## src/rtl/bfc_pkg.sv

```systemverilog
// Shared widths, register codes, the work-item struct and the reciprocal table of the box filter.
package bfc_pkg;

  localparam int MAX_WIDTH_DEF = 1024;
  localparam int MAX_HEIGHT    = 4096;

  localparam int PIX_W      = 8;
  localparam int ROW_W      = 12;
  localparam int COL_W      = 10;
  localparam int CMP_W      = 13;
  localparam int FW_W       = 11;
  localparam int FH_W       = 13;
  localparam int CFG_IDX_W  = 1;
  localparam int CFG_DATA_W = 13;
  localparam int COLSUM_W   = 10;
  localparam int SUM_W      = 12;
  localparam int RECIP_W    = 17;
  localparam int RECIP_SHIFT = 16;

  localparam logic [CFG_IDX_W-1:0] CFG_FRAME_WIDTH  = 1'b0;
  localparam logic [CFG_IDX_W-1:0] CFG_FRAME_HEIGHT = 1'b1;

  localparam logic [FW_W-1:0] FRAME_WIDTH_RST  = 11'd1024;
  localparam logic [FH_W-1:0] FRAME_HEIGHT_RST = 13'd768;

  // One mean to compute: up to three column sums, the clipped window shape and its tags.
  typedef struct packed {
    logic [COLSUM_W-1:0] opnd0;
    logic [COLSUM_W-1:0] opnd1;
    logic [COLSUM_W-1:0] opnd2;
    logic [1:0]          rows;
    logic [1:0]          cols;
    logic [ROW_W-1:0]    row;
    logic [COL_W-1:0]    col;
    logic                last;
    logic                done;
  } job_t;

  // Reciprocal of the pixel count, scaled by 2^16; exact for sums below 2^15.
  function automatic logic [RECIP_W-1:0] recip_of(input logic [1:0] rows,
                                                  input logic [1:0] cols);
    logic [3:0] divisor;
    logic [RECIP_W-1:0] recip;
    divisor = {2'b00, rows} * {2'b00, cols};
    unique case (divisor)
      4'd1:    recip = 17'd65536;
      4'd2:    recip = 17'd32768;
      4'd3:    recip = 17'd21846;
      4'd4:    recip = 17'd16384;
      4'd6:    recip = 17'd10923;
      4'd9:    recip = 17'd7282;
      default: recip = '0;
    endcase
    return recip;
  endfunction

endpackage

```

## src/rtl/bfc_mean.sv

```systemverilog
// Two-stage mean unit: window sum and reciprocal select, then multiply into the result register.
module bfc_mean
  import bfc_pkg::*;
(
  input  logic             clk,
  input  logic             rst_n,
  input  logic             job_valid,
  input  job_t             job,
  output logic             job_ready,
  output logic             out_valid,
  input  logic             out_stall,
  output logic [PIX_W-1:0] smoothed,
  output logic [ROW_W-1:0] out_row,
  output logic [COL_W-1:0] out_col,
  output logic             last_of_run,
  output logic             frame_done
);

  localparam int PROD_W = SUM_W + RECIP_W;

  logic               a_valid_r;
  logic [SUM_W-1:0]   a_sum_r;
  logic [RECIP_W-1:0] a_recip_r;
  logic [ROW_W-1:0]   a_row_r;
  logic [COL_W-1:0]   a_col_r;
  logic               a_last_r;
  logic               a_done_r;

  logic               out_valid_r;
  logic [PIX_W-1:0]   smoothed_r;
  logic [ROW_W-1:0]   out_row_r;
  logic [COL_W-1:0]   out_col_r;
  logic               last_r;
  logic               done_r;

  logic               b_free;
  logic               a_adv;
  logic               a_load;
  logic [PROD_W-1:0]  prod;

  assign b_free    = !out_valid_r || !out_stall;
  assign a_adv     = a_valid_r && b_free;
  assign job_ready = !a_valid_r || a_adv;
  assign a_load    = job_valid && job_ready;
  assign prod      = PROD_W'(a_sum_r) * PROD_W'(a_recip_r);

  always_ff @(posedge clk) begin
    if (!rst_n) begin
      a_valid_r   <= 1'b0;
      out_valid_r <= 1'b0;
    end else begin
      if (a_load) begin
        a_valid_r <= 1'b1;
      end else if (a_adv) begin
        a_valid_r <= 1'b0;
      end
      if (a_adv) begin
        out_valid_r <= 1'b1;
      end else if (b_free) begin
        out_valid_r <= 1'b0;
      end
    end
  end

  always_ff @(posedge clk) begin
    if (a_load) begin
      a_sum_r   <= SUM_W'(job.opnd0) + SUM_W'(job.opnd1) + SUM_W'(job.opnd2);
      a_recip_r <= recip_of(job.rows, job.cols);
      a_row_r   <= job.row;
      a_col_r   <= job.col;
      a_last_r  <= job.last;
      a_done_r  <= job.done;
    end
    if (a_adv) begin
      smoothed_r <= prod[RECIP_SHIFT +: PIX_W];
      out_row_r  <= a_row_r;
      out_col_r  <= a_col_r;
      last_r     <= a_last_r;
      done_r     <= a_done_r;
    end
  end

  assign out_valid   = out_valid_r;
  assign smoothed    = smoothed_r;
  assign out_row     = out_row_r;
  assign out_col     = out_col_r;
  assign last_of_run = last_r;
  assign frame_done  = done_r;

endmodule

```

## config.mk

```make
export PLATFORM = sky130hd
export DESIGN_NAME = bfc_mean
export DESIGN_NICKNAME = d
export VERILOG_FILES = /design/src/rtl/bfc_pkg.sv /design/src/rtl/bfc_mean.sv
export SDC_FILE = /design/constraint.sdc
export NUM_CORES = 1
export LEC_CHECK = 0
export ABC_AREA = 1
export BUFFER_PORTS_ARGS = -buffer_cell sky130_fd_sc_hd__buf_2
export CAP_MARGIN = 20
export CORE_UTILIZATION = 40
export CTS_CLUSTER_SIZE = 24
export DETAILED_ROUTE_END_ITERATION = 8
export PLACE_DENSITY = 0.66
export SYNTH_ARGS = -nofsm -noshare
export SYNTH_HDL_FRONTEND = slang
export SYNTH_SLANG_ARGS = --single-unit
```

## constraint.sdc

```tcl
create_clock -name clk -period 12.3 [get_ports clk]
set_clock_uncertainty 0.05 [all_clocks]
set_input_delay 3.69 -clock clk [delete_from_list [all_inputs] [get_ports clk]]
set_output_delay 3.69 -clock clk [all_outputs]
set_load 0.02 [all_outputs]
```

==> results of run 1 <==
==> kinds of logic (layout without fill, tap and decap cells) <==
logic type               after synthesis  count (layout)  synth area share (%)
AO/OA/AOI/OAI                         52              52                  3.46
adder cells (fa/ha/maj)              191             191                  41.4
flip-flops                            78              78                  28.2
AND/OR/NAND/NOR                      238             238                  11.9
buffers and inverters                286             384                  13.1
XOR/XNOR                              18              18                  2.00
==> metal layers <==
layer / track usage [%] / part of all wire (%)
met1: 22.3 / 44
met2: 28.1 / 47
met3: 2.82 / 6.1
met4: 5.58 / 2.4
met5: 0 / 0
==> flip-flops by register name, summed over array words and instances (netlist names) <==
| name | count |
|---|---|
| a_row_r | 12 |
| a_sum_r | 12 |
| out_row | 12 |
| a_col_r | 10 |
| out_col | 10 |
| a_recip_r | 8 |
| smoothed | 8 |
| a_done_r | 1 |
| a_last_r | 1 |
| a_valid_r | 1 |
| frame_done | 1 |
| last_of_run | 1 |
| out_valid | 1 |
==> path summary, 6_finish.rpt <==
kind	from	end	slack, ns	cells past startpoint
worst min-delay path	a_row_r[1]	out_row[1]	0.37	0
worst max-delay path	out_stall	job_ready	4.37	5
worst max register to register	a_recip_r[13]	smoothed[7]	6.90	17
worst min register to register	a_row_r[1]	out_row[1]	0.37	0
==> cells in the mapped netlist <==
| master | count |
|---|---|
| ha_1 | 55 |
| clkbuf_1 | 10 |
| nor2_1 | 32 |
| dfxtp_1 | 2 |
| nor3_1 | 8 |
| a21oi_1 | 31 |
| inv_2 | 1 |
| o21ai_0 | 7 |
| o31ai_1 | 1 |
| o21bai_1 | 3 |
| nand3b_1 | 1 |
| o21ai_1 | 4 |
| nand2_1 | 167 |
| nor4_4 | 1 |
| o21a_1 | 3 |
| fa_1 | 136 |
| xnor2_1 | 7 |
| o211ai_1 | 1 |
| a21boi_0 | 2 |
| nand3_1 | 15 |
| buf_2 | 5 |
| xor2_1 | 10 |
| nand4_1 | 8 |
| xor2_2 | 1 |
| nand2_2 | 6 |
| edfxtp_1 | 76 |
| inv_1 | 270 |
==> layout make-up <==
type / instances / area, um^2
Clock inverter: 7 / 57.6
Sequential cell: 78 / 2320
Tap cell: 270 / 338
Inverter: 271 / 1020
Timing Repair Buffer: 97 / 490
Multi-Input combinational cell: 499 / 4840
Clock buffer: 9 / 225
Fill cell: 1897 / 10900
==> critical path: cells and delay by family <==
kind | cells | cell delay [ns]
buffers and inverters | 3 | 0.33
and+or+nand+nor | 2 | 0.17
==> stage by stage <==
step	utilization (%)	cell area, um^2
floorplan	-	8240
global placement	44.5	9010
detailed placement	44.5	9010
CTS	45.9	9290
global route	45.9	9290
finish	45.9	9290
==> layout by cell type, fill, tap and decap left out, types with 2 or more instances in the layout <==
cell	netlist	routed
o21bai_1	3	3
o21ai_1	4	4
o21a_1	3	3
nand4_1	8	8
inv_6	0	2
a21oi_1	31	31
clkinvlp_4	0	2
o21ai_0	7	7
a21boi_0	2	2
fa_1	136	136
clkbuf_16	0	9
nand2_1	167	167
buf_4	0	2
nand2_2	6	6
ha_1	55	55
edfxtp_1	76	76
buf_2	5	95
nor3_1	8	8
xor2_1	10	10
xnor2_1	7	7
dfxtp_1	2	2
nor2_1	32	31
inv_1	270	270
nand3_1	15	15
==> run metrics, run 1 <==
status finished clean; CTS resizes 0; worst endpoint required time between 8 and 9 ns; worst path arrival time between 4 and 5 ns; Max stage delay on crit path 0.17 ns; CP Class in -> out; cts hold-fix bufs 0; Final TNS setup 0 ns; CP Capture Type primary output; Initial DRC Count 340; Num CTS Buffers 9; first-pass iteration count of the detailed router 5; routed vias/inst 4.57; Die Ht roughly 150 um; Period minus WS final between 7 and 8 ns; cells along the critical path buf_2 -> nand2_1 -> inv_1 -> nand2_1 -> buf_2; Routability Congestion just under 0.9; std cell rows 52; H-tree depth 3; antenna violations before repair 0; # diodes 0; YS warnings 0; Slew Viols, Final 0; final setup violation count 0; DIE AREA roughly 0.021 mm^2; clock transition at the registers of the reported paths ~0.070 ns; GRT Residual Overflow 0; Synth area leader fa_1; CTS tree done; postcts setup bufs 0; flops & latches, synth 78; sequential area share after synthesis between 20 and 30%; post-route antenna net violation count 0; Hold Violations, Final 0; layout net count 1,209; total number of vias approximately 5,600; worst slack, placed between 4 and 5 ns; placed instance count about 1,200; CTS sink cnt slightly below 80; hpwl dp 14,300 um; vias in the first global route roughly 5,700; Starting Density around two fifths; buffers added on ports 95; hold_ws between 0.3 and 0.4 ns; Worst path slowest cell buf_2; crit-path max FO 3; Routed WL approximately 16,000 um; Layout area overhead 12.8%; Root Buffer clkbuf_16; synthesized instance count around 860; Mapped Avg Cell Area ~9.6 um^2; first-pass GRT wire length approximately 28,000 um; Worst Hold Class reg -> reg; Worst-Skew Late Latency ~0.33 ns; fmax roughly 130 MHz; crit share post-route 64.5%; Syn Std Cell Area 0.00824 mm^2; largest net degree at the start of global routing 45; post-DR wirelength/cell around 13 um; unrepaired setup endpoints after global routing no; post-synthesis net count approximately 1,100; layout cells sized above 1 about an eighth; Setup crit start kind input port; Max Cap Viol 0; Synth top area share between 30% and 40%; die width approximately 150 um; core area 0.0202 mm^2; CTS Buffer Depth 2; Finished Layout Cells 1,231; Worst-Margin Slew 0.572 ns; synth top area cells fa_1 33%, edfxtp_1 28%, inv_1 12%, ha_1 8.3%, nand2_1 7.6%; Residual DRC 0; post-route setup slack 4.37 ns; Slew headroom 61.9%; Distinct cells, synth 27; I/O pin count 96; Global Route Usage Sum between 10% and 20%
Power of run 1 is left out: the tool's default activity adds up to more than one toggle a clock period on the data nets, which glitch-free logic cannot reach.
==> inputs of run 2 (changes only) <==
- ABC_AREA: 1 -> 0
- PLACE_DENSITY: 0.66 -> 0.69
- clock period: 12.3 -> 6.36 ns (I/O delays scaled with it)
==> run 2 against run 1 <==
Net effect: non-clock buffer count is 9 higher; synthesized area down 7.0%; die area decreased by 6.9%; synthesized cell count shrank 20%; critical path depth increased by 12; worst hold slack got worse by 0.0055 ns; flip-flop and latch count unchanged; worst setup slack worse by 4.1 ns; clock-buffer cell count unchanged; critical path type is now reg -> reg.
==> run metrics, run 2 <==
core area about 0.019 mm^2; Die Ht between 100 and 150 um; H-tree depth 3; die width 140 um; fmax roughly 170 MHz; cells along the critical path nand2_1 -> fa_1 -> inv_1 -> fa_1 -> fa_1 -> fa_1 -> inv_1 -> fa_1 -> inv_1 -> ha_1 -> nand4_1 -> or4_1 -> o31a_1 -> a21bo_1 -> a211oi_2 -> o41ai_1 -> xnor2_1; Global Route Usage Sum between 10% and 20%; Distinct cells, synth 34; commonest non-fill, non-tap cell in the layout inv_1; Num CTS Buffers 9; routed vias/inst approximately 4.6; Mapped Avg Cell Area between 10 and 15 um^2; post-synthesis net count about 940; antenna violations before repair 0; Synth top area share 35.5%; CP Capture Type flip-flop; first-pass iteration count of the detailed router 4; top-count cell post-synth inv_1; synthesized instance count 689; Multi-input gate area about 0.0045 mm^2; Layout area overhead 14.6%; CTS sink cnt 78; Slew Viols, Final 0; most frequent cells in the layout 212 x inv_1, 136 x fa_1, 96 x buf_2, 76 x edfxtp_1, 65 x nand2_1; first-pass GRT wire length about 26,000 um; crit-path max FO 12; Slew headroom ~28%; worst endpoint required time 6.39 ns; Worst path slowest cell edfxtp_1; Worst Hold Class reg -> reg; Initial DRC Count 206; Synth area leader fa_1; post-DR wirelength/cell ~15 um; Post-synth EDFFs 76; Routed WL ~16,000 um; CP Class reg -> reg; CP bufs+invs 3; global routing's busiest layer met2; CTS tree done; layout cells sized above 1 15.9%; worst path arrival time 6.09 ns; status finished clean; YS warnings 0; synth top area cells fa_1 36%, edfxtp_1 30%, inv_1 10%, ha_1 9.0%, nand2_1 3.2%; Syn Std Cell Area 0.00767 mm^2; sequential area share after synthesis 30.3%; flops & latches, synth a little under 80; synth cell count leaders 212 x inv_1, 136 x fa_1, 76 x edfxtp_1; crit share post-route a little over nine tenths; GRT Residual Overflow 0; layout net count ~1,100; DIE AREA 0.0197 mm^2; most frequent cell on the critical path fa_1; hpwl dp approximately 13,000 um; total number of vias between 4,000 and 5,000; Residual DRC 0; Starting Density roughly two fifths; met1 GRT Util between 20% and 30%; largest net degree at the start of global routing 45; unrepaired setup endpoints after global routing no; Storage cell area ~0.0023 mm^2; Worst-Skew Late Latency 0.34 ns; Max Cap Viol 0; Async SR Flop Fraction 0%; top_reg_cell synth edfxtp_1; CTS Buffer Depth 2; buffers added on ports 95; Final TNS setup 0 ns; Max stage delay on crit path about 0.64 ns; Worst-Margin Slew 1.07 ns; Hold Violations, Final 0; # diodes 0; Setup crit start kind flip-flop; post-route antenna net violation count 0; std cell rows 50; met2 Track Usage GR 31.9%; Period minus WS final ~6.1 ns; Routability Congestion about 0.88; fillers 1,730; final setup violation count 0; GRT met3 Usage 2.53%; I/O pin count 96; clock transition at the registers of the reported paths about 0.070 ns; vias in the first global route 5,308; CP top delay family adder cells; Root Buffer clkbuf_16
[run 2: cell count changes after synthesis, sizes merged, moves of 7 or more]
cell	delta
a21oi	-12
xnor2	+7
inv	-59
nor2	-18
nand3	-12
nand2	-108
and2	+37
[run 2: metrics by stage]
step / std cells / cell area, um^2 / hold slack [ns] / util, % / worst slack (ns)
after CTS: 1029 / 8720 / 0.366 / 46.5 / 0.163
after global placement: 1013 / 8440 / 0.350 / 45.0 / 0.289
after detailed placement: 1013 / 8440 / 0.355 / 45.0 / 0.185
after global routing: 1038 / 8790 / 0.371 / 46.8 / 0.0391
final: 1038 / 8790 / 0.360 / 46.8 / 0.301
after floorplan: 689 / 7670 / 0.350 / - / 0.647
[run 2: worst paths after layout]
check | depth (start not counted) | slack (ns) | to | startpoint
worst max-delay path | 17 | 0.30 | smoothed[7] | a_recip_r[11]
worst min-delay path | 0 | 0.36 | out_row[6] | a_row_r[6]
worst max register to register | 17 | 0.30 | smoothed[7] | a_recip_r[11]
worst min register to register | 0 | 0.36 | out_row[6] | a_row_r[6]
[run 2: logic make-up after synthesis]
family | share of synthesized area, %
buffers and inverters | 10.7
and+or+nand+nor | 8.44
AOI/OAI and AO/OA | 3.67
adders and majority gates | 44.5
DFF | 30.3
xor gates and xnor gates | 2.40
[run 2: routing by layer]
metal  up-vias  part of all wire (%)
li1       2296                     -
met1      2411                    41
met2        94                    53
met3        13                   3.9
met4         0                   1.8
met5         -                     0
[run 2: repair_timing]
item                                    CTS  global route
hold buffers                              0             0
buffers inserted                          0             9
endpoints found under the setup margin    0             2
resized for setup                         0             1
[run 2: cell type report]
class	instances	area share [%]
clock buffer	9	2.56
multi-input combinational	392	51.6
inverter	212	9.05
clock inverter	7	0.698
timing repair buffer	106	6.32
sequential	78	26.4
tap	234	3.33
Power of run 2 is left out for the same reason.
